`config.mk`:
```
export PLATFORM = sky130hd
export DESIGN_NAME = camb_sqrt
export DESIGN_NICKNAME = d
export VERILOG_FILES = /design/src/camb_pkg.sv /design/src/camb_sqrt.sv
export SDC_FILE = /design/constraint.sdc
export NUM_CORES = 1
export LEC_CHECK = 0
export BUFFER_PORTS_ARGS = -buffer_cell sky130_fd_sc_hd__buf_2
export CAP_MARGIN = 20
export CORE_ASPECT_RATIO = 0.8
export CORE_MARGIN = 2
export CORE_UTILIZATION = 30
export DETAILED_ROUTE_END_ITERATION = 10
export MAX_ROUTING_LAYER = met4
export PLACE_DENSITY = 0.57
export SYNTH_ARGS = -nofsm -noshare
export SYNTH_HDL_FRONTEND = slang
export SYNTH_SLANG_ARGS = --single-unit
```
`constraint.sdc`:
```
create_clock -name clk_i -period 16.1 [get_ports clk_i]
set_input_delay 2.415 -clock clk_i [delete_from_list [all_inputs] [get_ports clk_i]]
set_output_delay 2.415 -clock clk_i [all_outputs]
set_load 0.02 [all_outputs]
```
`src/camb_pkg.sv`:
```
package camb_pkg;

  localparam int unsigned VecFracBits = 14;
  localparam int unsigned Q30Shift    = 30;
  localparam int unsigned VecToQ30    = Q30Shift - VecFracBits;
  localparam int unsigned ProdToQ30   = Q30Shift - 2 * VecFracBits;

  localparam logic signed [33:0] CordicGain  = 34'sd652032874;
  localparam logic signed [19:0] DegToRad    = 20'sd292818;
  localparam logic signed [16:0] FullTurn    = 17'sd23040;
  localparam logic signed [16:0] HalfTurn    = 17'sd11520;
  localparam logic signed [16:0] QuarterTurn = 17'sd5760;

  localparam logic signed [15:0] VecOne  = 16'sd16384;
  localparam logic signed [31:0] PosResZ = -32'sd2560;

  localparam logic KindAngles = 1'b0;
  localparam logic KindMove   = 1'b1;

  typedef logic signed [15:0] vec_t;
  typedef logic signed [31:0] pos_t;
  typedef logic signed [32:0] raw_t;

  typedef struct packed {
    logic busy;
    logic done;
  } unit_sts_t;

  typedef enum logic [3:0] {
    S_IDLE,
    S_CORD_Y,
    S_CORD_P,
    S_RAW,
    S_SQ,
    S_SQRT_GO,
    S_SQRT,
    S_DIV_GO,
    S_DIV,
    S_COMMIT,
    S_UPM,
    S_MOVE,
    S_FIN
  } camb_state_e;

  typedef enum logic [1:0] {
    PH_FRONT,
    PH_RIGHT,
    PH_UP
  } camb_phase_e;

  typedef enum logic [1:0] {
    DIR_FWD,
    DIR_BACK,
    DIR_LEFT,
    DIR_RIGHT
  } camb_dir_e;

  // arctan(2^-i) in q2.30 radians
  function automatic logic [31:0] atan_q30(input logic [4:0] idx);
    logic [31:0] v;
    case (idx)
      5'd0:  v = 32'h3243F6A8;
      5'd1:  v = 32'h1DAC6705;
      5'd2:  v = 32'h0FADBAFC;
      5'd3:  v = 32'h07F56EA6;
      5'd4:  v = 32'h03FEAB76;
      5'd5:  v = 32'h01FFD55B;
      5'd6:  v = 32'h00FFFAAA;
      5'd7:  v = 32'h007FFF55;
      5'd8:  v = 32'h003FFFEA;
      5'd9:  v = 32'h001FFFFD;
      5'd10: v = 32'h000FFFFF;
      5'd11: v = 32'h0007FFFF;
      5'd12: v = 32'h0003FFFF;
      5'd13: v = 32'h0001FFFF;
      5'd14: v = 32'h0000FFFF;
      5'd15: v = 32'h00007FFF;
      5'd16: v = 32'h00003FFF;
      5'd17: v = 32'h00001FFF;
      5'd18: v = 32'h00000FFF;
      5'd19: v = 32'h000007FF;
      5'd20: v = 32'h000003FF;
      5'd21: v = 32'h000001FF;
      5'd22: v = 32'h000000FF;
      5'd23: v = 32'h0000007F;
      5'd24: v = 32'h0000003F;
      5'd25: v = 32'h0000001F;
      5'd26: v = 32'h0000000F;
      5'd27: v = 32'h00000008;
      5'd28: v = 32'h00000004;
      5'd29: v = 32'h00000002;
      5'd30: v = 32'h00000001;
      default: v = 32'h00000000;
    endcase
    return v;
  endfunction

endpackage

```
`src/camb_sqrt.sv`:
```
module camb_sqrt (
  input  logic                clk_i,
  input  logic                rst_ni,
  input  logic                start_i,
  input  logic [63:0]         x_i,
  output camb_pkg::unit_sts_t sts_o,
  output logic [31:0]         root_o
);

  logic        busy_q, done_q;
  logic [63:0] rem_q, res_q, bit_q, trial;

  assign trial = res_q + bit_q;

  always_ff @(posedge clk_i or negedge rst_ni) begin
    if (!rst_ni) begin
      busy_q <= 1'b0;
      done_q <= 1'b0;
    end else begin
      done_q <= 1'b0;
      if (start_i) begin
        busy_q <= 1'b1;
      end else if (busy_q && bit_q == 64'd1) begin
        busy_q <= 1'b0;
        done_q <= 1'b1;
      end
    end
  end

  // one root bit per cycle
  always_ff @(posedge clk_i) begin
    if (start_i) begin
      rem_q <= x_i;
      res_q <= '0;
      bit_q <= 64'd1 << 62;
    end else if (busy_q) begin
      if (rem_q >= trial) begin
        rem_q <= rem_q - trial;
        res_q <= (res_q >> 1) + bit_q;
      end else begin
        res_q <= res_q >> 1;
      end
      bit_q <= bit_q >> 2;
    end
  end

  assign sts_o.busy = busy_q;
  assign sts_o.done = done_q;
  assign root_o = res_q[31:0];

endmodule

```
# Word-level counts from Yosys, hierarchy flattened

Index checks and enable logic that the tools add are counted.

Word-level logic and storage cells: 23
Output and inout port bits: 34
Register bits after elaboration: 162

Eq/ne operators: 1
Multiplexer cells: 8
Magnitude comparators: 1
Add/subtract/negate cells: 3
Reduce and logical (&&, ||, !) cells: 5

Operator list:

| cell                                                              | count |
|---|---|
| 64-bit 2-to-1 mux                                                 | 4 |
| 63-bit by 63-bit adder with 64-bit output                         | 1 |
| 64-bit by 63-bit adder with 64-bit output                         | 1 |
| 64-bit >= comparator                                              | 1 |
| 64-bit subtractor                                                 | 1 |
| 32-bit by 1-bit == test with 1-bit output (second input constant) | 1 |
| 2-bit nonzero test                                                | 3 |
| 1-bit 2-to-1 mux                                                  | 4 |
| 2-bit AND reduction                                               | 1 |
| 1-bit logical AND                                                 | 1 |

# Logic depth before layout (Yosys ltp)

Word-level depth: 5
Mapped depth: 26

# Worst setup path before layout

No wires, ideal clock.

Kind: register -> register
Start point: reg res_q[2]
End point: reg rem_q[0] (enable)
Cell stages (with the launch flop): 22
Library setup time: 499 ps
Path buffers: 2
Arrival: 7745 ps
Setup slack: 7856 ps
Cell sequence: dfxtp_1 -> ha_1 -> a31oi_1 -> o21bai_1 -> a21oi_1 -> o31ai_1 -> nand4_1 -> nand3_1 -> a21boi_0 -> o21ai_0 -> a31oi_1 -> xor2_1 -> ha_1 -> nand2_1 -> or4_1 -> nor4_1 -> nor3_1 -> a2111oi_2 -> a211oi_2 -> buf_4 -> buf_4 -> o21bai_1

Cells in the longest elaborated chain, start to end: 4

RTL lines:

| what                                      | RTL line        | RTL |
|---|---|---|
| from (decl)                               | camb_sqrt.sv:11 | `logic [63:0] rem_q, res_q, bit_q, trial;` |
| from (signal assigned)                    | camb_sqrt.sv:39 | `res_q <= (res_q >> 1) + bit_q;` |
| from (signal assigned)                    | camb_sqrt.sv:41 | `res_q <= res_q >> 1;` |
| 64-bit by 63-bit adder with 64-bit output | camb_sqrt.sv:13 | `assign trial = res_q + bit_q;` |
| 64-bit >= comparator                      | camb_sqrt.sv:37 | `if (rem_q >= trial) begin` |
| 2-bit nonzero test (no line)              | -               |  |
| 2-bit AND reduction (no line)             | -               |  |
| to (signal assigned)                      | camb_sqrt.sv:33 | `rem_q <= x_i;` |
| to (signal assigned)                      | camb_sqrt.sv:38 | `rem_q <= rem_q - trial;` |
| to (decl)                                 | camb_sqrt.sv:11 |  |

Every way passes these cells.
A chain may end at the register's enable or synchronous reset.

# Worst setup path after layout

Start point: reg res_q[2]
End point: reg rem_q[15] (enable)

The elaborated chain is that of the path after synthesis.

==> results.md <==
* Period utilization at 0.4436
* Clk buf depth at 2
* Die H at 204.1 um
* Diode count at 0
* Hpwl dp at 36130 um
* First-pass GRT wire length at roughly 75000 um
* Die width at 254.1 um
* Avg Inst Size Synth at 7.928 um^2
* Core Area at 49600 um^2
* Vias/cell at 5.483
* CTS Root Cell: clkbuf_16
* Post-synth ARST share at 0.01235
* Total clock sinks at 162
* DRC Markers at 0
* Antenna violations before repair at 0
* Number of synthesized flops with an enable pin at 64
* Dominant synthesized flop cell: dfxtp_1
* Crit Path Max Fanout at 64
* Fraction of final layout cells with drive strength greater than 1 at 0.09689
* H-tree depth at 4
* Row count at 73
* Worst hold start: res_q[0]
* Worst-Margin Slew at slightly above 0.9 ns
* Setup Skew at 0.01594 ns
* Num ports at 101
* Worst min-delay path class: reg2reg
* Crit path DAT at just over 7 ns
* Die area at 51870 um^2
* Post-route ant nets at 0
* Final setup TNS at 0 ns
* Ys Warns at 0
* Worst Setup Slack, final at about 9.0 ns
* Register bit total from synthesis at 162
* Synthesized area at 15020 um^2
* Max incr delay on CP at 0.72 ns
* Post-route cell area at 16380 um^2
* LEAKAGE at 6.619 nW
* Post-synthesis mux area share at 0.03525
* Worst path cell trace: ha_1 > a31oi_1 > o21bai_1 > a21oi_1 > o31ai_1 > nand4_1 > nand3_1 > a21boi_0 > o21ai_0 > a31oi_1 > xor2_1 > ha_1 > nand2_1 > or4_1 > nor4_1 > nor3_1 > a2111oi_2 > a211oi_4 > buf_4 > o21bai_4 > buf_4
* Critical path endpoint category: register
* Largest family of logic cells by synthesized area: compound AO/OA/AOI/OAI gates
* Final net count at 2084
* Initial DRC count at roughly 1400
* TritonCTS buffer count at 17
* RSZ-0062 raised after global routing: false
* DR WL/cell at 18.37 um
* TritonCTS clock tree: built
* Delay-heaviest family, CP: compound AO/OA/AOI/OAI gates
* Max Cap Violations at 0
* Slowest-stage cell, CP: buf_4
* Worst slack, placed at 8.963 ns
* Gr usage total at 0.1875
* Initial Utilization at 0.3028
* Critical Path RT at between 15 and 20 ns
* Min Tclk post-route at slightly above 7 ns
* Setup bufs post-CTS at 0
* Netlist cell types at 80
* Max VDD drop at approximately 0.057 mV
* Post-Synth Adder-Cell Area at 0.1097
* Area Growth Syn to Fin at 9.083%
* Crit Reg-Reg Startpoint: res_q[2]
* Compound-Gate Fraction of Synth Area at 0.2711
* Buffers plus inverters on the worst setup path at 2
* Worst setup SP type: register
* Area after DPL at 15760 um^2
* WL final at around 47000 um
* Worst-Skew Late Latency at 0.46 ns
* PwrDens at 147.1 nW/um^2
* Crit. Startpoint: res_q[2]
* CTS clk-pin slew, worst paths at 0.08 ns
* Synthesized Nets at ~2100
* Relative slew slack at 0.3794
* Total power at 2.409 mW
* Post-Synth Simple-Gate Area at 0.1817
* Vias in the first global route at between 10000 and 15000
* Via count at 14114
* I/O Buffers at 100
* GPL Wtd Cong at slightly above 0.9
* DR pass1 iterations at 6
* CTS Hold Buffers Added at 0
* Slew Viols, Final at 0
* Total grt overflow at 0
* Final Hold Fails at 0
* Fmax at 140.0 MHz
* Cell count after synthesis at 1894
* Crit path kind: reg2reg
* Largest net degree at the start of global routing at 98
* Sequential-to-total area share from yosys stat at 0.2593
* Post-Synth XOR/XNOR Area at 0.09158
* Final setup vio count at 0
* Status: completed
* Post-CTS Resized at 0
-- layer usage --
metal,track usage,routed length [um],part of all wire,vias up
li1,-,-,-,6964
met1,0.2764,24220,0.51,6671
met2,0.2662,19620,0.41,434
met3,0.02560,2654,0.056,45
met4,0.04706,786,0.017,0
met5,-,0,0,-
-- layout by cell type (no fill, tap or decap), types with 9 or more instances in the layout --
| cell type | n |
|---|---|
| dfxtp_1 | 96 |
| nor2_1 | 177 |
| and2_1 | 10 |
| ha_1 | 130 |
| nand2b_1 | 11 |
| a211oi_1 | 27 |
| o21bai_1 | 35 |
| nand2_1 | 218 |
| a21oi_1 | 135 |
| nand3_1 | 26 |
| a21o_1 | 57 |
| or3_1 | 20 |
| edfxtp_1 | 64 |
| o21ai_0 | 177 |
| o31ai_1 | 17 |
| inv_1 | 23 |
| nor4_1 | 15 |
| xor2_1 | 76 |
| nand4_1 | 47 |
| nor3_1 | 24 |
| a311oi_1 | 14 |
| xnor2_1 | 81 |
| nor2b_1 | 19 |
| a22oi_1 | 16 |
| a31oi_1 | 62 |
| a31o_2 | 14 |
| o211ai_1 | 10 |
| and3_1 | 9 |
| buf_2 | 99 |
| o21a_1 | 13 |
| mux2i_1 | 45 |
| clkbuf_16 | 17 |
-- cells in the mapped netlist, drive strengths merged (15+ instances only) --
library cell  count  share of area
nand2           218          0.054
o21ai           182          0.061
nor2            177          0.044
a21oi           138          0.047
ha              130           0.11
dfxtp            96           0.13
xnor2            81          0.047
clkbuf           76          0.019
xor2             76          0.044
edfxtp           64           0.13
a31oi            62          0.026
buf              60          0.026
a21o             57          0.028
nand4            48          0.021
mux2i            45          0.030
o21bai           37          0.019
a211oi           31          0.017
nand3            26         0.0087
nor3             25         0.0087
inv              23         0.0057
or3              20         0.0083
nor2b            19         0.0079
o31ai            18         0.0099
a22oi            16         0.0080
nor4             15         0.0062
-- power breakdown --
part / switching [mW] / internal (mW)
registers: 0.0578 / 0.570
clock network: 0.217 / 0.209
logic: 0.842 / 0.515
total: 1.12 / 1.29
-- tightest hold or removal path, delay by kind of cell (launching register included) --
family | cells | cell delay (ns)
DFF | 1 | 0.34
AOI/OAI and AO/OA | 1 | 0.05
and+or+nand+nor | 1 | 0.09
-- through the flow --
stage                     hold slack, ns  utilization  cells
after floorplan                   0.4760            -   1894
after global placement            0.5065       0.3178   2541
after detailed placement          0.5113       0.3178   2541
after CTS                         0.5250       0.3297   2573
after global routing              0.5583       0.3303   2574
final                             0.5209       0.3303   2574
-- final timing paths --
path | endpoint | slack, ns | depth (start not counted)
max in group asynchronous | busy_q | 14.24 | 1
min | res_q[0] | 0.52 | 2
min in group asynchronous | busy_q | 1.74 | 1
max | rem_q[15] | 8.96 | 21
min reg2reg | res_q[0] | 0.52 | 2
max reg2reg | rem_q[15] | 8.96 | 21
-- cell families after synthesis --
| kind of cell | count (synthesis) |
|---|---|
| fa+ha+maj | 131 |
| buf+inv | 159 |
| xor+xnor | 157 |
| compound gates | 636 |
| flops | 162 |
| simple gates | 597 |
| mux | 52 |
-- flip-flops by register name (all words and copies together) (netlist names) --
register / cells
rem_q: 64
done_q: 1
busy_q: 1
res_q: 64
bit_q: 32
-- final cells by class --
| type | count | area [um^2] |
|---|---|---|
| Timing Repair Buffer | 109 | 594.3 |
| Tap cell | 675 | 844.6 |
| Fill cell | 5241 | 33220 |
| Sequential cell | 162 | 3897 |
| Inverter | 23 | 86.33 |
| Clock inverter | 15 | 162.7 |
| Multi-Input combinational cell | 1573 | 10370 |
| Clock buffer | 17 | 425.4 |
Power figures use the tool's default switching activity.
