`config.mk`:
```
export PLATFORM = sky130hd
export DESIGN_NAME = camb_cordic
export DESIGN_NICKNAME = d
export VERILOG_FILES = /design/src/camb_pkg.sv /design/src/camb_cordic.sv
export SDC_FILE = /design/constraint.sdc
export NUM_CORES = 1
export LEC_CHECK = 0
export BUFFER_PORTS_ARGS = -buffer_cell sky130_fd_sc_hd__buf_2
export CORE_MARGIN = 4
export CORE_UTILIZATION = 50
export DETAILED_ROUTE_END_ITERATION = 10
export PLACE_DENSITY = 0.67
export SLEW_MARGIN = 5
export SYNTH_ARGS = -nofsm -noshare
export SYNTH_HDL_FRONTEND = slang
export SYNTH_SLANG_ARGS = --single-unit
```
`constraint.sdc`:
```
create_clock -name clk_i -period 13.59 [get_ports clk_i]
set_clock_uncertainty 0.15 [all_clocks]
set_input_delay 1.359 -clock clk_i [delete_from_list [all_inputs] [get_ports clk_i]]
set_output_delay 1.359 -clock clk_i [all_outputs]
set_load 0.01 [all_outputs]
```
`src/camb_pkg.sv`:
```
package camb_pkg;

  localparam int unsigned VecFracBits = 14;
  localparam int unsigned Q30Shift    = 30;
  localparam int unsigned VecToQ30    = Q30Shift - VecFracBits;
  localparam int unsigned ProdToQ30   = Q30Shift - 2 * VecFracBits;

  localparam logic signed [33:0] CordicGain  = 34'sd652032874;
  localparam logic signed [19:0] DegToRad    = 20'sd292818;
  localparam logic signed [16:0] FullTurn    = 17'sd23040;
  localparam logic signed [16:0] HalfTurn    = 17'sd11520;
  localparam logic signed [16:0] QuarterTurn = 17'sd5760;

  localparam logic signed [15:0] VecOne  = 16'sd16384;
  localparam logic signed [31:0] PosResZ = -32'sd2560;

  localparam logic KindAngles = 1'b0;
  localparam logic KindMove   = 1'b1;

  typedef logic signed [15:0] vec_t;
  typedef logic signed [31:0] pos_t;
  typedef logic signed [32:0] raw_t;

  typedef struct packed {
    logic busy;
    logic done;
  } unit_sts_t;

  typedef enum logic [3:0] {
    S_IDLE,
    S_CORD_Y,
    S_CORD_P,
    S_RAW,
    S_SQ,
    S_SQRT_GO,
    S_SQRT,
    S_DIV_GO,
    S_DIV,
    S_COMMIT,
    S_UPM,
    S_MOVE,
    S_FIN
  } camb_state_e;

  typedef enum logic [1:0] {
    PH_FRONT,
    PH_RIGHT,
    PH_UP
  } camb_phase_e;

  typedef enum logic [1:0] {
    DIR_FWD,
    DIR_BACK,
    DIR_LEFT,
    DIR_RIGHT
  } camb_dir_e;

  // arctan(2^-i) in q2.30 radians
  function automatic logic [31:0] atan_q30(input logic [4:0] idx);
    logic [31:0] v;
    case (idx)
      5'd0:  v = 32'h3243F6A8;
      5'd1:  v = 32'h1DAC6705;
      5'd2:  v = 32'h0FADBAFC;
      5'd3:  v = 32'h07F56EA6;
      5'd4:  v = 32'h03FEAB76;
      5'd5:  v = 32'h01FFD55B;
      5'd6:  v = 32'h00FFFAAA;
      5'd7:  v = 32'h007FFF55;
      5'd8:  v = 32'h003FFFEA;
      5'd9:  v = 32'h001FFFFD;
      5'd10: v = 32'h000FFFFF;
      5'd11: v = 32'h0007FFFF;
      5'd12: v = 32'h0003FFFF;
      5'd13: v = 32'h0001FFFF;
      5'd14: v = 32'h0000FFFF;
      5'd15: v = 32'h00007FFF;
      5'd16: v = 32'h00003FFF;
      5'd17: v = 32'h00001FFF;
      5'd18: v = 32'h00000FFF;
      5'd19: v = 32'h000007FF;
      5'd20: v = 32'h000003FF;
      5'd21: v = 32'h000001FF;
      5'd22: v = 32'h000000FF;
      5'd23: v = 32'h0000007F;
      5'd24: v = 32'h0000003F;
      5'd25: v = 32'h0000001F;
      5'd26: v = 32'h0000000F;
      5'd27: v = 32'h00000008;
      5'd28: v = 32'h00000004;
      5'd29: v = 32'h00000002;
      5'd30: v = 32'h00000001;
      default: v = 32'h00000000;
    endcase
    return v;
  endfunction

endpackage

```
`src/camb_cordic.sv`:
```
module camb_cordic #(
  parameter int unsigned STEPS = 16
) (
  input  logic                  clk_i,
  input  logic                  rst_ni,
  input  logic                  start_i,
  input  logic signed [15:0]    angle_i,
  output camb_pkg::unit_sts_t   sts_o,
  output logic signed [31:0]    cos_o,
  output logic signed [31:0]    sin_o
);

  localparam int unsigned CntW = $clog2(STEPS + 1);

  logic                   busy_q, done_q, neg_q, neg_d;
  logic [CntW-1:0]        cnt_q;
  logic signed [33:0]     x_q, y_q, x_d, y_d, x_sh, y_sh;
  logic signed [32:0]     z_q, z_d, atan_s;
  logic signed [16:0]     a_ext, r_wrap, r_half, r_fold;
  logic signed [36:0]     z_start;

  // reduce to one turn, then fold into [-90, 90] degrees
  always_comb begin
    a_ext = 17'(angle_i);
    if (a_ext >= camb_pkg::FullTurn) begin
      r_wrap = a_ext - camb_pkg::FullTurn;
    end else if (a_ext >= 17'sd0) begin
      r_wrap = a_ext;
    end else if (a_ext >= -camb_pkg::FullTurn) begin
      r_wrap = a_ext + camb_pkg::FullTurn;
    end else begin
      r_wrap = a_ext + camb_pkg::FullTurn + camb_pkg::FullTurn;
    end
    r_half = (r_wrap >= camb_pkg::HalfTurn) ? r_wrap - camb_pkg::FullTurn : r_wrap;
    neg_d  = 1'b0;
    r_fold = r_half;
    if (r_half > camb_pkg::QuarterTurn) begin
      r_fold = r_half - camb_pkg::HalfTurn;
      neg_d  = 1'b1;
    end else if (r_half < -camb_pkg::QuarterTurn) begin
      r_fold = r_half + camb_pkg::HalfTurn;
      neg_d  = 1'b1;
    end
    z_start = 37'(r_fold) * 37'(camb_pkg::DegToRad);
  end

  always_comb begin
    x_sh   = x_q >>> cnt_q;
    y_sh   = y_q >>> cnt_q;
    atan_s = $signed({1'b0, camb_pkg::atan_q30(5'(cnt_q))});
    if (!z_q[32]) begin
      x_d = x_q - y_sh;
      y_d = y_q + x_sh;
      z_d = z_q - atan_s;
    end else begin
      x_d = x_q + y_sh;
      y_d = y_q - x_sh;
      z_d = z_q + atan_s;
    end
  end

  always_ff @(posedge clk_i or negedge rst_ni) begin
    if (!rst_ni) begin
      busy_q <= 1'b0;
      done_q <= 1'b0;
      cnt_q  <= '0;
    end else begin
      done_q <= 1'b0;
      if (start_i) begin
        busy_q <= 1'b1;
        cnt_q  <= '0;
      end else if (busy_q) begin
        if (cnt_q == CntW'(STEPS - 1)) begin
          busy_q <= 1'b0;
          done_q <= 1'b1;
        end
        cnt_q <= cnt_q + 1'b1;
      end
    end
  end

  always_ff @(posedge clk_i) begin
    if (start_i) begin
      x_q   <= camb_pkg::CordicGain;
      y_q   <= '0;
      z_q   <= 33'(z_start);
      neg_q <= neg_d;
    end else if (busy_q) begin
      x_q <= x_d;
      y_q <= y_d;
      z_q <= z_d;
    end
  end

  assign sts_o.busy = busy_q;
  assign sts_o.done = done_q;
  assign cos_o = neg_q ? 32'(-x_q) : 32'(x_q);
  assign sin_o = neg_q ? 32'(-y_q) : 32'(y_q);

endmodule

```
# Word-level counts from Yosys, hierarchy flattened
# Memory sizes are Yosys's and may differ from the RTL's.
# Cells that the tools add are included.
# word_totals
register_bits	109
in_bits	19
n_memories	1
wordCells	57
out_inout_bits	66
rom_bits	960
# memory_table
name	words	word_bits	rd	rd_ports_with_merged_regs	wr	line_no	text
(name not given)	32	30	1	0	0	camb_pkg.sv:61	case (idx)
# op_classes
shifts	2
multipliers	1
n_reduce_logical	1
n_eq_ne	1
add_sub_neg	15
n_lt_le_gt_ge	6
n_mux	22
# op_table
operator	count
two-way mux 17 bit	6
two-way mux 33 bit	3
adder 34 bit	2
two-way mux 34 bit	2
>>> shifter 34 x 5 -> 34 bit	2
subtractor 34 bit	2
two-way mux 32 bit	2
negator 32 bit	2
adder 33 bit	1
subtractor 33 bit	1
greater-or-equal comparator 16 bit, second input constant	2
multiplier 17 x 19 -> 32 bit, second input constant	1
adder 16 x 16 -> 17 bit, second input constant	1
adder 17 x 15 -> 17 bit, second input constant	1
adder 17 x 16 -> 17 bit, second input constant	1
greater-or-equal comparator 17 x 15 -> 1 bit, second input constant	1
> comparator 17 x 14 -> 1 bit, second input constant	1
less-than comparator 17 x 14 -> 1 bit, second input constant	1
subtractor 16 x 16 -> 17 bit, second input constant	1
subtractor 17 x 15 -> 17 bit, second input constant	1
subtractor 17 x 16 -> 17 bit, second input constant	1
greater-or-equal comparator 16 x 1 -> 1 bit, second input constant	1
two-way mux 5 bit	2
two-way mux 1 bit	7
3 further kinds	3

# Logic depth before layout (Yosys ltp)
# logic_depth
depth_word	12
mapped_depth	43
ltp_nobuf	41

# Worst setup path before layout
# Ideal clock, no wire load.
# synth_path
path_kind	input port to flip-flop
from	in angle_i[1]
to	reg z_q[32], data pin
setup_slack_ps	1943
path_stages	39
path_buffers	0
setup_time_ps	267
required_ps	13173
arrival_ps	11230
path_cell_list	inv_1 -> ha_1 -> or4bb_1 -> nor4_4 -> a211oi_1 -> xnor2_2 -> inv_2 -> ha_1 -> a21oi_1 -> o21ba_2 -> or4b_1 -> o311a_1 -> o32a_1 -> or3_1 -> o21ai_4 -> o22ai_1 -> xnor2_1 -> fa_1 -> (+3 left out) -> inv_1 -> fa_1 -> fa_1 -> inv_1 -> fa_1 -> inv_1 -> ha_1 -> and3_1 -> and3_1 -> and2_1 -> o311a_1 -> o31a_1 -> o41ai_1 -> o21ai_0 -> o41ai_1 -> xnor2_1 -> a22oi_1 -> o21ai_0
# synth_via
elab_chain_len	12
word_cells_on_any_way	20
cone_classes	6 x add/sub; 1 x mul; 6 x order compare; 7 x mux
# synth_lines
item	line_no	text
start: declaration	camb_cordic.sv:7	input logic signed [15:0] angle_i,
adder 16 x 16 -> 17 bit	camb_cordic.sv:30, camb_cordic.sv:32	
adder 17 x 16 -> 17 bit	camb_cordic.sv:32	r_wrap = a_ext + camb_pkg::FullTurn + camb_pkg::FullTurn;
two-way mux 17 bit	camb_cordic.sv:29	end else if (a_ext >= -camb_pkg::FullTurn) begin
two-way mux 17 bit	camb_cordic.sv:27	end else if (a_ext >= 17'sd0) begin
two-way mux 17 bit (*)	camb_cordic.sv:25	if (a_ext >= camb_pkg::FullTurn) begin
subtractor 17 x 16 -> 17 bit / greater-or-equal comparator 17 x 15 -> 1 bit (equally long branches)	camb_cordic.sv:34	r_half = (r_wrap >= camb_pkg::HalfTurn) ? r_wrap - camb_pkg::FullTurn : r_wrap;
two-way mux 17 bit (*)	camb_cordic.sv:34	
adder 17 x 15 -> 17 bit / less-than comparator 17 x 14 -> 1 bit (equally long branches)	camb_cordic.sv:41, camb_cordic.sv:40	
two-way mux 17 bit	camb_cordic.sv:40	end else if (r_half < -camb_pkg::QuarterTurn) begin
two-way mux 17 bit (*)	camb_cordic.sv:37	if (r_half > camb_pkg::QuarterTurn) begin
multiplier 17 x 19 -> 32 bit (*)	camb_cordic.sv:44	z_start = 37'(r_fold) * 37'(camb_pkg::DegToRad);
two-way mux 33 bit (*)	camb_cordic.sv:83	if (start_i) begin
end signal: assignment	camb_cordic.sv:86	z_q <= 33'(z_start);
end signal: assignment	camb_cordic.sv:91	z_q <= z_d;
end: declaration	camb_cordic.sv:18	logic signed [32:0] z_q, z_d, atan_s;
# Mark *: on every way between the ends. The rest lies on a longest branch, timed or not.
# A chain may end at the register's enable or synchronous reset.

# Final worst setup path
# Same ends and word-level chain as after synthesis.

==> flow_metrics.tcl <==
set metrics [dict create \
    area_growth_syn_to_layout_pct 4.46 \
    critPathCaptureType "flop" \
    viasPerCell 6.19 \
    async_flop_share_pct 6.42 \
    io_pins 85 \
    die_width_um 221 \
    clk_pin_slew_ps 100 \
    nFillCells 4212 \
    fin_setup_tns_ps 0 \
    fin_ws_ps 786 \
    tightest_slew_ps 1120 \
    grt_use_met2_pct 44.9 \
    cp.required_ps 13590 \
    die-area_mm2 0.0488 \
    port_buffers 84 \
    dr.first_iter.drc_count 1663 \
    drive_above_1_share_pct 11.3 \
    num_rows 77 \
    period_needed_ps 12800 \
    grt_setup_unrepaired "false" \
    crit_family "adder cells" \
    global_route.usage.met3_pct 2.61 \
    drtAntennaViolNets 0 \
    clockBufferDepth 2 \
    initial_utilization_pct 50.9 \
    overflow 0 \
    status "finished, final reports clean" \
    grt_pass1_wl_um 104000 \
    num_vias 20000 \
    yosys_most_used_dff "dfxtp_1" \
    synth_nets 3033 \
    cts-root-buf "clkbuf_16" \
    drt_first_pass_iters 7 \
    synth_edf_count 33 \
    synth_area_mm2 0.0227 \
    first_global_vias 19400 \
    grtUsageMet1_pct 33.3 \
    netlist_instances 2653 \
    wl_um 65100 \
    worst-path-buf-inv 7 \
    drc 0 \
    cts_hold_buffers 0 \
    cpMostUsedCell "fa_1" \
    post_cts_buffers 0 \
    final_core_util_pct 53.2 \
    cpPeakStageDelay_ps 590 \
    hold_class "flop to flop" \
    finalSetupViolCount 0 \
    dp.final_hpwl_um 51500 \
    top_usage_layer "met2" \
    clk_latency_ps 410 \
    layout.nets 3008 \
    seq_area_frac_synth_pct 11.2 \
    period_share_pct 94.2 \
    synth_area_leaders "ha_1 (14%), fa_1 (8.9%), mux4_2 (8.5%)" \
    cts_max_level 3 \
    cts.sinks 109 \
    synth_largest_area_cell "ha_1" \
    cts_tree "yes" \
    core_area_mm2 0.0445 \
    ys_warn_count 0 \
    arrival_ps 12800 \
    post_cts_resized 0 \
    antenna_found_initial 1 \
    start_kind "primary input" \
    die-height_um 221 \
    slew_violations 0 \
    relSlewSlack_pct 25.3 \
    numCtsBuffers 9 \
    crit_fanout 11 \
    final_hold_viol_count 0 \
    grt.total_usage_pct 25.9 \
    cap_violations 0 \
    pre_cts_slack_ps 458 \
    critPathSlowestCell "fa_1" \
    wl_per_cell_um 20.2 \
    synth_cell_types 101 \
    grt_max_degree 86 \
    synth_top_area_share_pct 14.4 \
    syn_avg_cell_area_um2 8.54 \
    place_congestion 0.927 \
    ys_ff_latch 109 \
    path_class "primary input to flop" \
    timing.fmax_mhz 78.1 \
]
[flip-flops by register name (all words and copies together) (netlist names)]
name and flops:
x_q 34, y_q 34, z_q 33, cnt_q 5, busy_q 1, done_q 1, neg_q 1
[cell usage after synthesis, types with 11 or more instances]
cell type,instances
edfxtp_1,33
nand2b_1,36
a21o_1,66
or2_2,16
nor4_1,16
a21boi_0,11
o22ai_1,25
o41ai_1,11
o21a_1,30
clkbuf_1,89
xnor2_1,194
a211oi_1,28
dfxtp_1,69
nor2b_1,27
inv_1,232
o31ai_1,31
mux2i_1,57
nand3_1,31
buf_2,21
nor3_1,36
a21oi_1,166
and2_1,17
mux4_2,86
fa_1,101
or4_1,11
nor2_1,218
o21ai_0,144
o21bai_1,18
xor2_1,90
buf_1,21
a31oi_1,29
nand2_1,168
ha_1,260
mux2_2,32
and3_1,15
or3_1,22
[layout by cell type (no fill, tap or decap), types with 31 or more instances in the layout]
cell	Yosys	final
buf_2	21	84
nor3_1	36	36
nand2_1	168	168
dfxtp_1	69	69
a21o_1	66	66
ha_1	260	260
mux2_2	32	32
edfxtp_1	33	33
a21oi_1	166	166
o31ai_1	31	31
xor2_1	90	90
nand2b_1	36	36
fa_1	101	101
nand3_1	31	31
inv_1	232	231
o21ai_0	144	144
xnor2_1	194	194
nor2_1	218	217
mux4_2	86	86
mux2i_1	57	57
[tightest hold or removal path: cells and delay by family, from the launching register on]
family        cells  cell delay (ps)
flops             1              340
mux               1               70
simple gates      1               70
[logic make-up after synthesis]
logic type | share of synthesized area, %
AO/OA/AOI/OAI | 20.0
buffers and inverters | 6.68
XOR/XNOR | 11.1
AND/OR/NAND/NOR | 13.8
multiplexers | 13.8
adder cells (fa/ha/maj) | 23.3
flip-flops | 11.2
[through the flow]
stage,cell area [um^2],hold WS [ps],std cells
2_1_floorplan,22700,317,2653
3_3_place_gp,23400,330,3209
3_5_place_dp,23400,343,3209
4_1_cts,23700,364,3225
5_1_grt,23700,387,3226
6_report,23700,363,3226
[routing by layer]
layer,vias up,routed length [um]
li1,9533,-
met1,9682,27600
met2,602,31900
met3,149,2890
met4,0,2730
met5,-,0
[cell type report]
| cell class | instances | area [um^2] | share of cell area, % |
|---|---|---|---|
| well taps | 592 | 741 | 3.13 |
| inverters | 236 | 886 | 3.74 |
| clock buffers | 9 | 225 | 0.951 |
| flip-flops and latches | 109 | 2560 | 10.8 |
| repair buffers | 106 | 586 | 2.47 |
| clock inverters | 7 | 72.6 | 0.307 |
| multi-input cells | 2166 | 18600 | 78.6 |
| diodes | 1 | 2.50 | 0.0106 |
[final timing paths]
path,from,endpoint,slack (ps),depth (start not counted)
max in group asynchronous,rst_ni,cnt_q[0]$_DFFE_PN0P_,12480,1
worst max register to register,cnt_q[0]$_DFFE_PN0P_,y_q[33]$_SDFFE_PP0P_,5050,25
worst min register to register,z_q[0]$_SDFFE_PP0P_,z_q[0]$_SDFFE_PP0P_,360,2
min in group asynchronous,rst_ni,cnt_q[3]$_DFFE_PN0P_,640,1
worst min-delay path,z_q[0]$_SDFFE_PP0P_,z_q[0]$_SDFFE_PP0P_,360,2
worst max-delay path,angle_i[1],z_q[32]$_DFFE_PP_,790,40
Power is left out: the tool's default activity adds up to more than one toggle a clock period on the data nets, which glitch-free logic cannot reach.
