## src/camb_pkg.sv

```systemverilog
package camb_pkg;

  localparam int unsigned VecFracBits = 14;
  localparam int unsigned Q30Shift    = 30;
  localparam int unsigned VecToQ30    = Q30Shift - VecFracBits;
  localparam int unsigned ProdToQ30   = Q30Shift - 2 * VecFracBits;

  localparam logic signed [33:0] CordicGain  = 34'sd652032874;
  localparam logic signed [19:0] DegToRad    = 20'sd292818;
  localparam logic signed [16:0] FullTurn    = 17'sd23040;
  localparam logic signed [16:0] HalfTurn    = 17'sd11520;
  localparam logic signed [16:0] QuarterTurn = 17'sd5760;

  localparam logic signed [15:0] VecOne  = 16'sd16384;
  localparam logic signed [31:0] PosResZ = -32'sd2560;

  localparam logic KindAngles = 1'b0;
  localparam logic KindMove   = 1'b1;

  typedef logic signed [15:0] vec_t;
  typedef logic signed [31:0] pos_t;
  typedef logic signed [32:0] raw_t;

  typedef struct packed {
    logic busy;
    logic done;
  } unit_sts_t;

  typedef enum logic [3:0] {
    S_IDLE,
    S_CORD_Y,
    S_CORD_P,
    S_RAW,
    S_SQ,
    S_SQRT_GO,
    S_SQRT,
    S_DIV_GO,
    S_DIV,
    S_COMMIT,
    S_UPM,
    S_MOVE,
    S_FIN
  } camb_state_e;

  typedef enum logic [1:0] {
    PH_FRONT,
    PH_RIGHT,
    PH_UP
  } camb_phase_e;

  typedef enum logic [1:0] {
    DIR_FWD,
    DIR_BACK,
    DIR_LEFT,
    DIR_RIGHT
  } camb_dir_e;

  // arctan(2^-i) in q2.30 radians
  function automatic logic [31:0] atan_q30(input logic [4:0] idx);
    logic [31:0] v;
    case (idx)
      5'd0:  v = 32'h3243F6A8;
      5'd1:  v = 32'h1DAC6705;
      5'd2:  v = 32'h0FADBAFC;
      5'd3:  v = 32'h07F56EA6;
      5'd4:  v = 32'h03FEAB76;
      5'd5:  v = 32'h01FFD55B;
      5'd6:  v = 32'h00FFFAAA;
      5'd7:  v = 32'h007FFF55;
      5'd8:  v = 32'h003FFFEA;
      5'd9:  v = 32'h001FFFFD;
      5'd10: v = 32'h000FFFFF;
      5'd11: v = 32'h0007FFFF;
      5'd12: v = 32'h0003FFFF;
      5'd13: v = 32'h0001FFFF;
      5'd14: v = 32'h0000FFFF;
      5'd15: v = 32'h00007FFF;
      5'd16: v = 32'h00003FFF;
      5'd17: v = 32'h00001FFF;
      5'd18: v = 32'h00000FFF;
      5'd19: v = 32'h000007FF;
      5'd20: v = 32'h000003FF;
      5'd21: v = 32'h000001FF;
      5'd22: v = 32'h000000FF;
      5'd23: v = 32'h0000007F;
      5'd24: v = 32'h0000003F;
      5'd25: v = 32'h0000001F;
      5'd26: v = 32'h0000000F;
      5'd27: v = 32'h00000008;
      5'd28: v = 32'h00000004;
      5'd29: v = 32'h00000002;
      5'd30: v = 32'h00000001;
      default: v = 32'h00000000;
    endcase
    return v;
  endfunction

endpackage

```

## src/camb_div.sv

```systemverilog
module camb_div (
  input  logic                            clk_i,
  input  logic                            rst_ni,
  input  logic                            start_i,
  input  logic [31:0]                     mag_i,
  input  logic [31:0]                     len_i,
  output camb_pkg::unit_sts_t             sts_o,
  output logic [camb_pkg::VecFracBits:0]  quot_o
);

  localparam int unsigned NumW = 32 + camb_pkg::VecFracBits + 1;
  localparam int unsigned CntW = $clog2(camb_pkg::VecFracBits + 1);

  logic                           busy_q, done_q, ge;
  logic [CntW-1:0]                cnt_q;
  logic [NumW-1:0]                num_q, dsr_q;
  logic [camb_pkg::VecFracBits:0] quot_q;

  assign ge = (num_q >= dsr_q);

  always_ff @(posedge clk_i or negedge rst_ni) begin
    if (!rst_ni) begin
      busy_q <= 1'b0;
      done_q <= 1'b0;
      cnt_q  <= '0;
    end else begin
      done_q <= 1'b0;
      if (start_i) begin
        busy_q <= 1'b1;
        cnt_q  <= '0;
      end else if (busy_q) begin
        if (cnt_q == CntW'(camb_pkg::VecFracBits)) begin
          busy_q <= 1'b0;
          done_q <= 1'b1;
        end
        cnt_q <= cnt_q + 1'b1;
      end
    end
  end

  // restoring division, numerator carries the half-divisor rounding term
  always_ff @(posedge clk_i) begin
    if (start_i) begin
      num_q  <= (NumW'(mag_i) << camb_pkg::VecFracBits) + NumW'(len_i >> 1);
      dsr_q  <= NumW'(len_i) << camb_pkg::VecFracBits;
      quot_q <= '0;
    end else if (busy_q) begin
      if (ge) begin
        num_q <= num_q - dsr_q;
      end
      quot_q <= {quot_q[camb_pkg::VecFracBits-1:0], ge};
      dsr_q  <= dsr_q >> 1;
    end
  end

  assign sts_o.busy = busy_q;
  assign sts_o.done = done_q;
  assign quot_o = quot_q;

endmodule

```

## config.mk

```make
export PLATFORM = sky130hd
export DESIGN_NAME = camb_div
export DESIGN_NICKNAME = d
export VERILOG_FILES = /design/src/camb_pkg.sv /design/src/camb_div.sv
export SDC_FILE = /design/constraint.sdc
export NUM_CORES = 1
export LEC_CHECK = 0
export BUFFER_PORTS_ARGS = -buffer_cell sky130_fd_sc_hd__buf_2
export CORE_MARGIN = 2
export CORE_UTILIZATION = 35
export CTS_CLUSTER_SIZE = 16
export DETAILED_ROUTE_END_ITERATION = 6
export GPL_TIMING_DRIVEN = 0
export SYNTH_ARGS = -nofsm -noshare
export SYNTH_HDL_FRONTEND = slang
export SYNTH_SLANG_ARGS = --single-unit
export TNS_END_PERCENT = 5
```

## constraint.sdc

```tcl
create_clock -name clk_i -period 10.5 [get_ports clk_i]
set_input_delay 1.05 -clock clk_i [delete_from_list [all_inputs] [get_ports clk_i]]
set_output_delay 1.05 -clock clk_i [all_outputs]
set_load 0.005 [all_outputs]
```

======== Word level (Yosys, flattened, before mapping) ========
Index checks and enable logic that the tools add are counted.
word-level totals
  word-level logic and storage cells ...... 28
  bits of input ports ..................... 67
  output and inout port bits .............. 17
  register bits after elaboration ......... 114
cells by class
  magnitude comparators ................... 1
  mux-type cells .......................... 13
  add/subtract/negate cells ............... 3
  equal/unequal tests ..................... 1
  reduce and logical (&&, ||, !) cells .... 3
operators with widths
  operator             count
  $mux 47              3
  $mux 46              2
  $add 46x31->47       1
  $ge 47x46->1         1
  $sub 47x46->47       1
  $mux 4               2
  $mux 1               6
  $add 4x1->4 const B  1
  $eq 4x4->1 const B   1
  $reduce_bool 2->1    2
  $reduce_and 2->1     1

======== Longest topological paths before layout ========
Gate-level depths: netlist of the first run.
  word-level depth ........................ 4
  mapped depth ............................ 13
  depth with buffers taken out ............ 13

======== Worst setup path before layout of the first run ========
No wires, ideal clock.
  kind .................................... reg2reg
  from .................................... register num_q[32]
  to ...................................... register num_q[0], enable pin
  setup time .............................. 0.461 ns
  data required time ...................... 10.039 ns
  stages on the path, launching flop included .. 11
  arrival ................................. 4.350 ns
  buffers on the path ..................... 1
  clock period less this slack ............ 4.811 ns
  setup slack ............................. 5.689 ns
  path through ............................ edfxtp_1 ha_1 clkbuf_1 nand2_1 nor2_2 nand4_1 or2_1 or4_1 nand3_1 a41oi_1 o21bai_1
between the ends
  cells in the longest elaborated chain, start to end .. 3
RTL lines
  item                                line            text
  start, declared                     camb_div.sv:16  logic [NumW-1:0] num_q, dsr_q;
  start signal, assigned              camb_div.sv:44  num_q <= (NumW'(mag_i) << camb_pkg::VecFracBits) + NumW'(len_i >> 1);
  start signal, assigned              camb_div.sv:49  num_q <= num_q - dsr_q;
  $ge 47x46->1                        camb_div.sv:19  assign ge = (num_q >= dsr_q);
  $reduce_bool 2->1 (no source line)  -
  $reduce_and 2->1 (no source line)   -
Every way passes these cells.
A chain may end at the register's enable or synchronous reset.

======== Final worst setup path of the first run ========
  from .................................... register dsr_q[7]
  to ...................................... register num_q[32], enable pin
between the ends
  cells in the longest elaborated chain, start to end .. 3
RTL lines
  item                                line            text
  start, declared                     camb_div.sv:16
  start signal, assigned              camb_div.sv:45  dsr_q <= NumW'(len_i) << camb_pkg::VecFracBits;
  start signal, assigned              camb_div.sv:52  dsr_q <= dsr_q >> 1;
  $ge 47x46->1                        camb_div.sv:19
  $reduce_bool 2->1 (no source line)  -
  $reduce_and 2->1 (no source line)   -
Every way passes these cells.

==> metrics.md, run 1 <==
| Metric | Value |
|---|---|
| WL met3 | 1126 um |
| Status | finished, final reports clean |
| Vias in the first global route | 7217 |
| DP HPWL | 18980 um |
| CTS sink count | 114 |
| Crit. End Element | register |
| WP data required | 10.63 ns |
| Detailed Route Iter0 Violations | 440 |
| Grt ovf | 0 |
| Die width | 159.0 um |
| # DRC | 0 |
| Synth Flop Type | edfxtp_1 |
| Worst VDD drop | 0.00009657 V |
| Kind of critical path | reg -> reg |
| Post-Route M1 WL | 11250 um |
| Clock tree buffer depth | 2 |
| Hold crit path type | in -> async |
| RSZ-0062 raised after global routing | false |
| Clock skew | 0.01084 ns |
| CTS clk-pin slew, worst paths | 0.06 ns |
| Top-count cell post-synth | nand2_1 |
| Post-route ant nets | 0 |
| Top delay family on crit path | compound AO/OA/AOI/OAI gates |
| First-pass GRT wire length | 38840 um |
| RD Place Congestion | 0.8722 |
| CTS tree | built |
| Antenna cells | 0 |
| Total Wirelength | 24220 um |
| Met2 wire length | 11560 um |
| Layout area overhead | 17.59% |
| # Post-CTS Setup Buffers | 0 |
| Top post-synthesis cells by count | 125 x nand2_1, 85 x nor2_1, 79 x edfxtp_1, 69 x a21oi_1, 65 x ha_1 |
| Distinct cell type count after synthesis | 75 |
| Final setup violation count | 0 |
| Synth area leader | edfxtp_1 |
| Worst r2r src | dsr_q[7] |
| Port Buf Inserts | 82 |
| Ys async rst share | 5.263% |
| Initial Util | 35.70% |
| Slew @ Worst Pin | 0.8997 ns |
| Final Critical Period | 3.942 ns |
| Max stage delay on crit path | 0.61 ns |
| Largest net degree at the start of global routing | 33 |
| WL/cell | 17.46 um |
| Clk Latency, worst-skew pair | 0.43 ns |
| Cell Chain, Critical Path | inv_1, ha_1, nand2_1, nor2_1, o2111ai_1, a311oi_1, o31ai_2, o21ai_1, a41oi_1, o21bai_4, buf_16 |
| Top cell type's share of synthesized area | 28.22% |
| Synth warnings | 0 |
| Area after DPL | 9281 um^2 |
| WP data arrival | 4.07 ns |
| Die footprint | 25270 um^2 |
| Reg-to-reg endpoint | num_q[32] |
| Number of enable-type register cells in the synthesized netlist | 79 |
| Initial antenna violation count | 0 |
| Total CTS buffers | 17 |
| Slew Limit Fails | 0 |
| Top-Level Pins | 84 |
| FF+latch count, synth | 114 |
| CP bufs+invs | 2 |
| Syn Nets | 1086 |
| Leakage | 4.387 nW |
| Cells after Synth | 952 |
| Final Hold Viols | 0 |
| H-tree levels | 4 |
| Via count | 7272 |
| 1st-pass router iterations | 5 |
| CP startpoint kind | register |
| CP max-delay cell | o21bai_4 |
| R2R Setup Slk | 6.56 ns |
| Cts hold-fix bufs | 0 |
| Top post-synthesis cells by area | edfxtp_1 28%, ha_1 9.7%, dfxtp_1 6.9%, nand2_1 5.6%, xnor2_1 4.6% |
| Mean Syn Cell Area | 8.829 um^2 |
| Nets | 1189 |
| CTS resizes | 0 |
| Core ar. | 23540 um^2 |
| Crit share post-route | 37.54% |
| Register area share after synthesis | 36.92% |
| Crit-path max FO | 18 |
| Highest routed layer | met4 |
| Synthesized area | 8406 um^2 |
| Chip height | 159.0 um |
| Site Rows | 56 |
| Design area | 9884 um^2 |
| Max_cap viols | 0 |
| Worst-case reg-to-reg path depth | 11 |
| Tot GR Track Use | 19.49% |
| Fraction of layout cells with a size suffix above 1 | 14.51% |
| Clk root buf | clkbuf_16 |
| Via density | 5.243 |
| Setup_tns | 0 ns |
| Pwr per Cell Area | 273.9 nW/um^2 |
| Worst slew margin | 40.02% |
| FMAX | 253.7 MHz |
## report_power, final
group / switching (mW) / total, mW / internal [mW]
logic: 0.853 / 1.42 / 0.565
registers: 0.0422 / 0.687 / 0.645
clock network: 0.236 / 0.603 / 0.366
total: 1.13 / 2.71 / 1.58
## worst max path at each step
stage | startpoint | endpoint | slack, ns | cells after the start
6_report | dsr_q[7] | num_q[32] | 6.56 | 11
5_1_grt | dsr_q[7] | num_q[33] | 6.26 | 11
4_1_cts | dsr_q[7] | num_q[32] | 6.55 | 11
3_5_place_dp | mag_i[0] | num_q[40] | 6.31 | 12
3_3_place_gp | dsr_q[7] | num_q[29] | 3.48 | 10
2_1_floorplan | num_q[32] | num_q[0] | 5.69 | 10
## final cells by class
type / instances / area, um^2
plain buffers: 47 / 207.7
inverters: 62 / 232.7
repair buffers: 84 / 465.4
clock buffers: 19 / 452.9
clock inverters: 13 / 150.1
flip-flops and latches: 114 / 3103
multi-input cells: 729 / 4873
well taps: 319 / 399.1
fillers: 2442 / 13660
## routing by layer
metal / vias up / track usage, %
met4: 0 / 4.793
met5: - / 0
li1: 3610 / -
met1: 3450 / 25.99
met3: 23 / 2.839
met2: 189 / 33.41
## through the flow
step           worst slack, ns  power, mW  instances  hold WS (ns)  utilization, %
2_1_floorplan            5.689      1.747        952        0.4647               -
3_3_place_gp             3.485      2.070       1353        0.4694           39.14
3_5_place_dp             6.311      2.090       1355        0.4907           39.42
4_1_cts                  6.545      2.704       1387        0.4329           41.99
5_1_grt                  6.264      2.911       1387        0.4380           41.99
6_report                 6.558      2.707       1387        0.4381           41.99
## registers in the layout, summed over array words and instances (netlist names)
register,count
dsr_q,46
cnt_q,4
busy_q,1
num_q,47
quot_o,15
done_q,1
## placed cells by master, fill, tap and decap left out, types with 7 or more instances in the layout
cell type / count
o21bai_1: 10
dfxtp_1: 29
o31ai_1: 15
clkbuf_16: 17
o21ai_1: 10
nor2_1: 85
o21ai_0: 61
clkbuf_1: 31
xnor2_1: 44
ha_1: 65
a211oi_1: 9
xor2_1: 29
nor3_1: 10
nand3_1: 22
buf_2: 89
mux2i_1: 30
edfxtp_1: 79
nand4_1: 13
a21o_1: 30
nand2_1: 125
nand2b_1: 7
and2_1: 7
inv_1: 62
and3_1: 7
a21oi_1: 69
## worst reg2reg max path: cells and delay by family (launching register included)
family	cells	cell delay (ns)
buffers and inverters	2	0.31
AO/OA/AOI/OAI	6	2.28
AND/OR/NAND/NOR	2	0.34
flip-flops	1	0.36
adder cells (fa/ha/maj)	1	0.36
## kinds of logic (layout without fill, tap and decap cells)
logic type | Yosys count | count (layout) | share of synthesized area, %
adder cells (fa/ha/maj) | 67 | 67 | 10.15
AND/OR/NAND/NOR | 297 | 297 | 15.56
AO/OA/AOI/OAI | 259 | 259 | 20.56
buffers and inverters | 109 | 225 | 5.240
XOR/XNOR | 73 | 73 | 7.606
multiplexers | 33 | 33 | 3.974
flip-flops | 114 | 114 | 36.92
No activity file was read; power rests on OpenSTA's default activity.
==> run 2: changes to the inputs <==
==> constraint.sdc (replaced) <==
create_clock -name clk_i -period 3.6 [get_ports clk_i]
set_input_delay 0.36 -clock clk_i [delete_from_list [all_inputs] [get_ports clk_i]]
set_output_delay 0.36 -clock clk_i [all_outputs]
set_load 0.005 [all_outputs]
==> metrics.md, run 2 (same netlist as run 1, synthesis figures left out) <==
| Metric | Value |
|---|---|
| WP data arrival | 3.54 ns |
| RD Place Congestion | 0.8680 |
| 1st-pass router iterations | 5 |
| CTS clk-pin slew, worst paths | 0.06 ns |
| Final Hold Viols | 0 |
| Final Critical Period | 3.370 ns |
| Top-Level Pins | 84 |
| Crit. End Element | register |
| Nets | 1190 |
| Die footprint | 25270 um^2 |
| Clock tree buffer depth | 2 |
| Crit share post-route | 93.61% |
| DP HPWL | 18770 um |
| Max_cap viols | 0 |
| WP data required | 3.77 ns |
| Site Rows | 56 |
| CTS sink count | 114 |
| Post-route ant nets | 0 |
| Final setup violation count | 0 |
| Detailed Route Iter0 Violations | 377 |
| Die width | 159.0 um |
| CTS tree | built |
| Max reg flops | 47 |
| Grt ovf | 0 |
| Largest net degree at the start of global routing | 33 |
| Finished Layout Cells | 1388 |
| Status | finished, final reports clean |
| CP bufs+invs | 1 |
| Slew Limit Fails | 0 |
| Max stage delay on crit path | 0.54 ns |
| # DRC | 0 |
| CP startpoint kind | register |
| Kind of critical path | reg -> reg |
| Top delay family on crit path | compound AO/OA/AOI/OAI gates |
| Layout area overhead | 17.30% |
| Cells after DPL | 1354 |
| Cell Chain, Critical Path | ha_1, nor2b_1, o2111a_1, o2111ai_1, a311oi_2, o31ai_2, o21ai_2, a41oi_2, o21bai_4, buf_12 |
| FMAX | 296.7 MHz |
| Fillers | 2396 |
| Via count | 7311 |
| Total Wirelength | 24000 um |
| Port Buf Inserts | 82 |
| Hold crit path type | in -> reg |
| Final worst slack | 0.2301 ns |
| Antenna cells | 0 |
| Clock skew | 0.01121 ns |
| Clk Latency, worst-skew pair | 0.43 ns |
| Via density | 5.267 |
| Worst slew margin | 39.63% |
| Initial Util | 35.70% |
| Total CTS buffers | 17 |
| Chip height | 159.0 um |
| Vias in the first global route | 7258 |
| Tot GR Track Use | 19.10% |
| Initial antenna violation count | 0 |
| Worst slack at placement | -0.5514 ns |
| Pwr per Cell Area | 789.6 nW/um^2 |
| Core ar. | 23540 um^2 |
| CP max-delay cell | o31ai_2 |
| Leakage | 4.372 nW |
| WL/cell | 17.29 um |
| Commonest non-fill, non-tap cell in the layout | nand2_1 |
| Worst VDD drop | 0.0003553 V |
| Reg with most FFs | num_q |
| Clk root buf | clkbuf_16 |
| Register area | 3103 um^2 |
| Fraction of layout cells with a size suffix above 1 | 14.78% |
| Hold_ws | 0.2272 ns |
| Area of the multi-input gates | 4891 um^2 |
| Tot Pwr | 7.785 mW |
| Crit-path max FO | 29 |
| RSZ-0062 raised after global routing | false |
| Commonest cells after routing, fill and taps aside | 125 x nand2_1, 89 x buf_2, 85 x nor2_1 |
| H-tree levels | 4 |
| Slew @ Worst Pin | 0.9056 ns |
| First-pass GRT wire length | 38300 um |
run 2: cell count changes in the layout (fill, tap and decap cells not counted), moves of 2 or more:
cell,change
buf_12,+2
buf_16,-2
bufinv_16,-2
clkbuf_8,-2
clkinv_4,-2
inv_6,+3
run 2: worst paths after layout:
path	from	endpoint	slack [ns]	depth (start not counted)
setup / recovery	num_q[1]	num_q[11]	0.23	10
hold / removal	len_i[9]	dsr_q[23]	0.23	3
setup reg to reg	num_q[1]	num_q[11]	0.23	10
hold reg to reg	dsr_q[0]	dsr_q[0]	0.51	2
max in group asynchronous	rst_ni	cnt_q[3]	3.17	2
min in group asynchronous	rst_ni	done_q	0.28	2
run 2: report_power, final:
part / internal, mW / leakage [nW] / total [mW] / switching [mW]
logic: 1.64 / 2.93 / 4.13 / 2.49
registers: 1.88 / 1.15 / 2.00 / 0.124
clock network: 0.940 / 0.286 / 1.65 / 0.710
total: 4.46 / 4.37 / 7.79 / 3.32
run 2: per-layer routing:
layer  part of all wire (%)  GRT usage [%]
met5                      0              0
met4                    1.3          4.545
met3                    5.0          3.595
met2                     47          32.25
met1                     47          25.39
run 2: through the flow:
stage               area [um^2]  TNS, ns  util, %
floorplan                  8417        0        -
global placement           9226   -43.35    39.19
detailed placement         9246   -21.48    39.28
CTS                        9846        0    41.82
global route               9859        0    41.88
finish                     9859        0    41.88
run 2: tightest hold or removal path, stage by stage:
cell     delay, ns
buf_2         0.07
nand2_1       0.06
nand2_1       0.06
run 2: repair_timing:
item,CTS,global route
setup buffers,1,0
gates resized for setup,1,2
hold buffers,1,0
pin swaps,1,1
hold endpoints to repair,6,0
setup endpoints to repair,47,48
run 2: area by class of cell:
type,instances,area share (%)
flip-flops and latches,114,31.47
plain buffers,47,2.107
inverters,62,2.360
repair buffers,85,4.670
clock buffers,18,4.569
multi-input cells,729,49.61
well taps,319,4.048
clock inverters,14,1.168
==> run 3: changes to the inputs <==
--- a/config.mk
+++ b/config.mk
@@ -6,11 +6,11 @@
 export NUM_CORES = 1
 export LEC_CHECK = 0
 export BUFFER_PORTS_ARGS = -buffer_cell sky130_fd_sc_hd__buf_2
-export CORE_MARGIN = 2
 export CORE_UTILIZATION = 35
 export CTS_CLUSTER_SIZE = 16
 export DETAILED_ROUTE_END_ITERATION = 6
 export GPL_TIMING_DRIVEN = 0
+export HOLD_SLACK_MARGIN = 0.08
 export SYNTH_ARGS = -nofsm -noshare
 export SYNTH_HDL_FRONTEND = slang
 export SYNTH_SLANG_ARGS = --single-unit
==> metrics.md, run 3 (same netlist as run 1, synthesis figures left out) <==
| Metric | Value |
|---|---|
| Fraction of layout cells with a size suffix above 1 | 15.13% |
| Layout area overhead | 17.80% |
| H-tree levels | 4 |
| WP data required | 3.74 ns |
| Final setup violation count | 0 |
| Die footprint | 24640 um^2 |
| CTS sink count | 114 |
| Clock skew | 0.008063 ns |
| Core ar. | 23540 um^2 |
| RD Place Congestion | 0.9407 |
| Reg with most FFs | num_q |
| Design area | 9902 um^2 |
| Nets | 1192 |
| Slew @ Worst Pin | 0.8764 ns |
| Chip height | 157.0 um |
| Initial Util | 35.70% |
| RSZ-0062 raised after global routing | false |
| Total CTS buffers | 17 |
| Finished Core Util | 42.06% |
| CP max-delay cell | a311oi_2 |
| Total Wirelength | 24050 um |
| Slew Limit Fails | 0 |
| Worst VDD drop | 0.0003119 V |
| Cell Chain, Critical Path | inv_1, ha_1, nand2_1, nor2_1, o2111ai_1, a311oi_2, o31ai_4, o21ai_2, a41oi_2, o21bai_4, buf_12, buf_16 |
| Clock tree buffer depth | 2 |
| Via density | 5.315 |
| Vias in the first global route | 7225 |
| Final Critical Period | 3.407 ns |
| Pwr per Cell Area | 791.4 nW/um^2 |
| Commonest cells after routing, fill and taps aside | 125 x nand2_1, 89 x buf_2, 85 x nor2_1 |
| Max stage delay on crit path | 0.47 ns |
| Leakage | 4.388 nW |
| Psw | 3.351 mW |
| Status | finished, final reports clean |
| Hold crit path type | in -> reg |
| Crit. End Element | register |
| Crit-path max FO | 18 |
| Clock power share | 20.4% |
| Worst slack at placement | -0.3226 ns |
| Crit share post-route | 94.65% |
| CP startpoint kind | register |
| Worst slew margin | 41.57% |
| Comb pwr share | 54.1% |
| Cells after DPL | 1355 |
| FMAX | 293.5 MHz |
| Via count | 7388 |
| Detailed Route Iter0 Violations | 490 |
| DP HPWL | 18540 um |
| # DRC | 0 |
| First-pass GRT wire length | 37820 um |
| WL/cell | 17.30 um |
| Clk Latency, worst-skew pair | 0.44 ns |
| Cell Int Power | 4.485 mW |
| Initial antenna violation count | 0 |
| WP data arrival | 3.55 ns |
| Max_cap viols | 0 |
| Top delay family on crit path | compound AO/OA/AOI/OAI gates |
| Setup_tns | 0 ns |
| Die width | 157.0 um |
| CTS tree | built |
| Largest net degree at the start of global routing | 33 |
| Clk root buf | clkbuf_16 |
| Fillers | 2404 |
| Post-route ant nets | 0 |
| Reg power frac | 25.5% |
| CP bufs+invs | 3 |
| Finished Layout Cells | 1390 |
| R2R Setup Slk | 0.19 ns |
| Max reg flops | 47 |
| Kind of critical path | reg -> reg |
| Final worst slack | 0.1927 ns |
| Grt ovf | 0 |
| Sw frac | 42.76% |
| Tot GR Track Use | 20.19% |
| Port Buf Inserts | 82 |
| Final Hold Viols | 0 |
| Area after DPL | 9281 um^2 |
| CTS clk-pin slew, worst paths | 0.06 ns |
| Site Rows | 56 |
| Top-Level Pins | 84 |
| Commonest non-fill, non-tap cell in the layout | nand2_1 |
| Antenna cells | 0 |
| 1st-pass router iterations | 5 |
run 3: cell types whose count changed in the layout (fill, tap and decap cells not counted), sizes merged:
cell / previous run / this run
buf: 97 / 99
clkinv: 5 / 4
clkinvlp: 0 / 1
run 3: path summary, 6_finish.rpt:
kind | from | end | cells past startpoint
setup / recovery | dsr_q[7] | num_q[33] | 12
hold / removal | len_i[31] | dsr_q[45] | 2
setup reg to reg | dsr_q[7] | num_q[33] | 12
hold reg to reg | quot_o[14] | quot_o[14] | 2
max in group asynchronous | rst_ni | cnt_q[2] | 2
min in group asynchronous | rst_ni | busy_q | 2
run 3: power by group through the flow:
stage | sequential (mW) | combinational [mW] | clock, mW
final | 2.00 | 4.24 | 1.60
after CTS | 2.00 | 4.15 | 1.61
after detailed placement | 2.02 | 4.06 | 0
after global placement | 2.02 | 3.97 | 0
after floorplan | 1.99 | 3.10 | 0
after global routing | 2.03 | 4.69 | 1.68
run 3: timing repair:
item,4_1_cts,5_1_grt
setup endpoints to repair,47,50
hold buffers,1,0
endpoints found under the hold margin,6,0
buffers inserted,2,0
pin swaps,1,1
gates resized for setup,1,5
run 3: stage by stage:
stage          total power [mW]  hold WS (ns)
2_1_floorplan             5.091       0.06441
6_report                  7.836        0.2197
4_1_cts                   7.759        0.2210
5_1_grt                   8.394        0.2414
3_3_place_gp              5.995        0.1917
3_5_place_dp              6.081        0.1858
run 3: cell type report:
class | instances | area, um^2 | area share, %
clock inverter | 14 | 97.59 | 0.9856
inverter | 62 | 232.7 | 2.350
multi-input combinational | 729 | 4907 | 49.56
timing repair buffer | 87 | 515.5 | 5.206
tap | 319 | 399.1 | 4.031
clock buffer | 18 | 439.2 | 4.435
buffer | 47 | 207.7 | 2.098
sequential | 114 | 3103 | 31.34
run 3: routing by layer:
layer | vias up | part of all wire (%) | track usage, %
met5 | - | 0 | 0
met4 | 0 | 2.6 | 8.170
met3 | 41 | 5.9 | 3.607
met2 | 243 | 47 | 32.61
met1 | 3501 | 45 | 26.58
li1 | 3603 | - | -
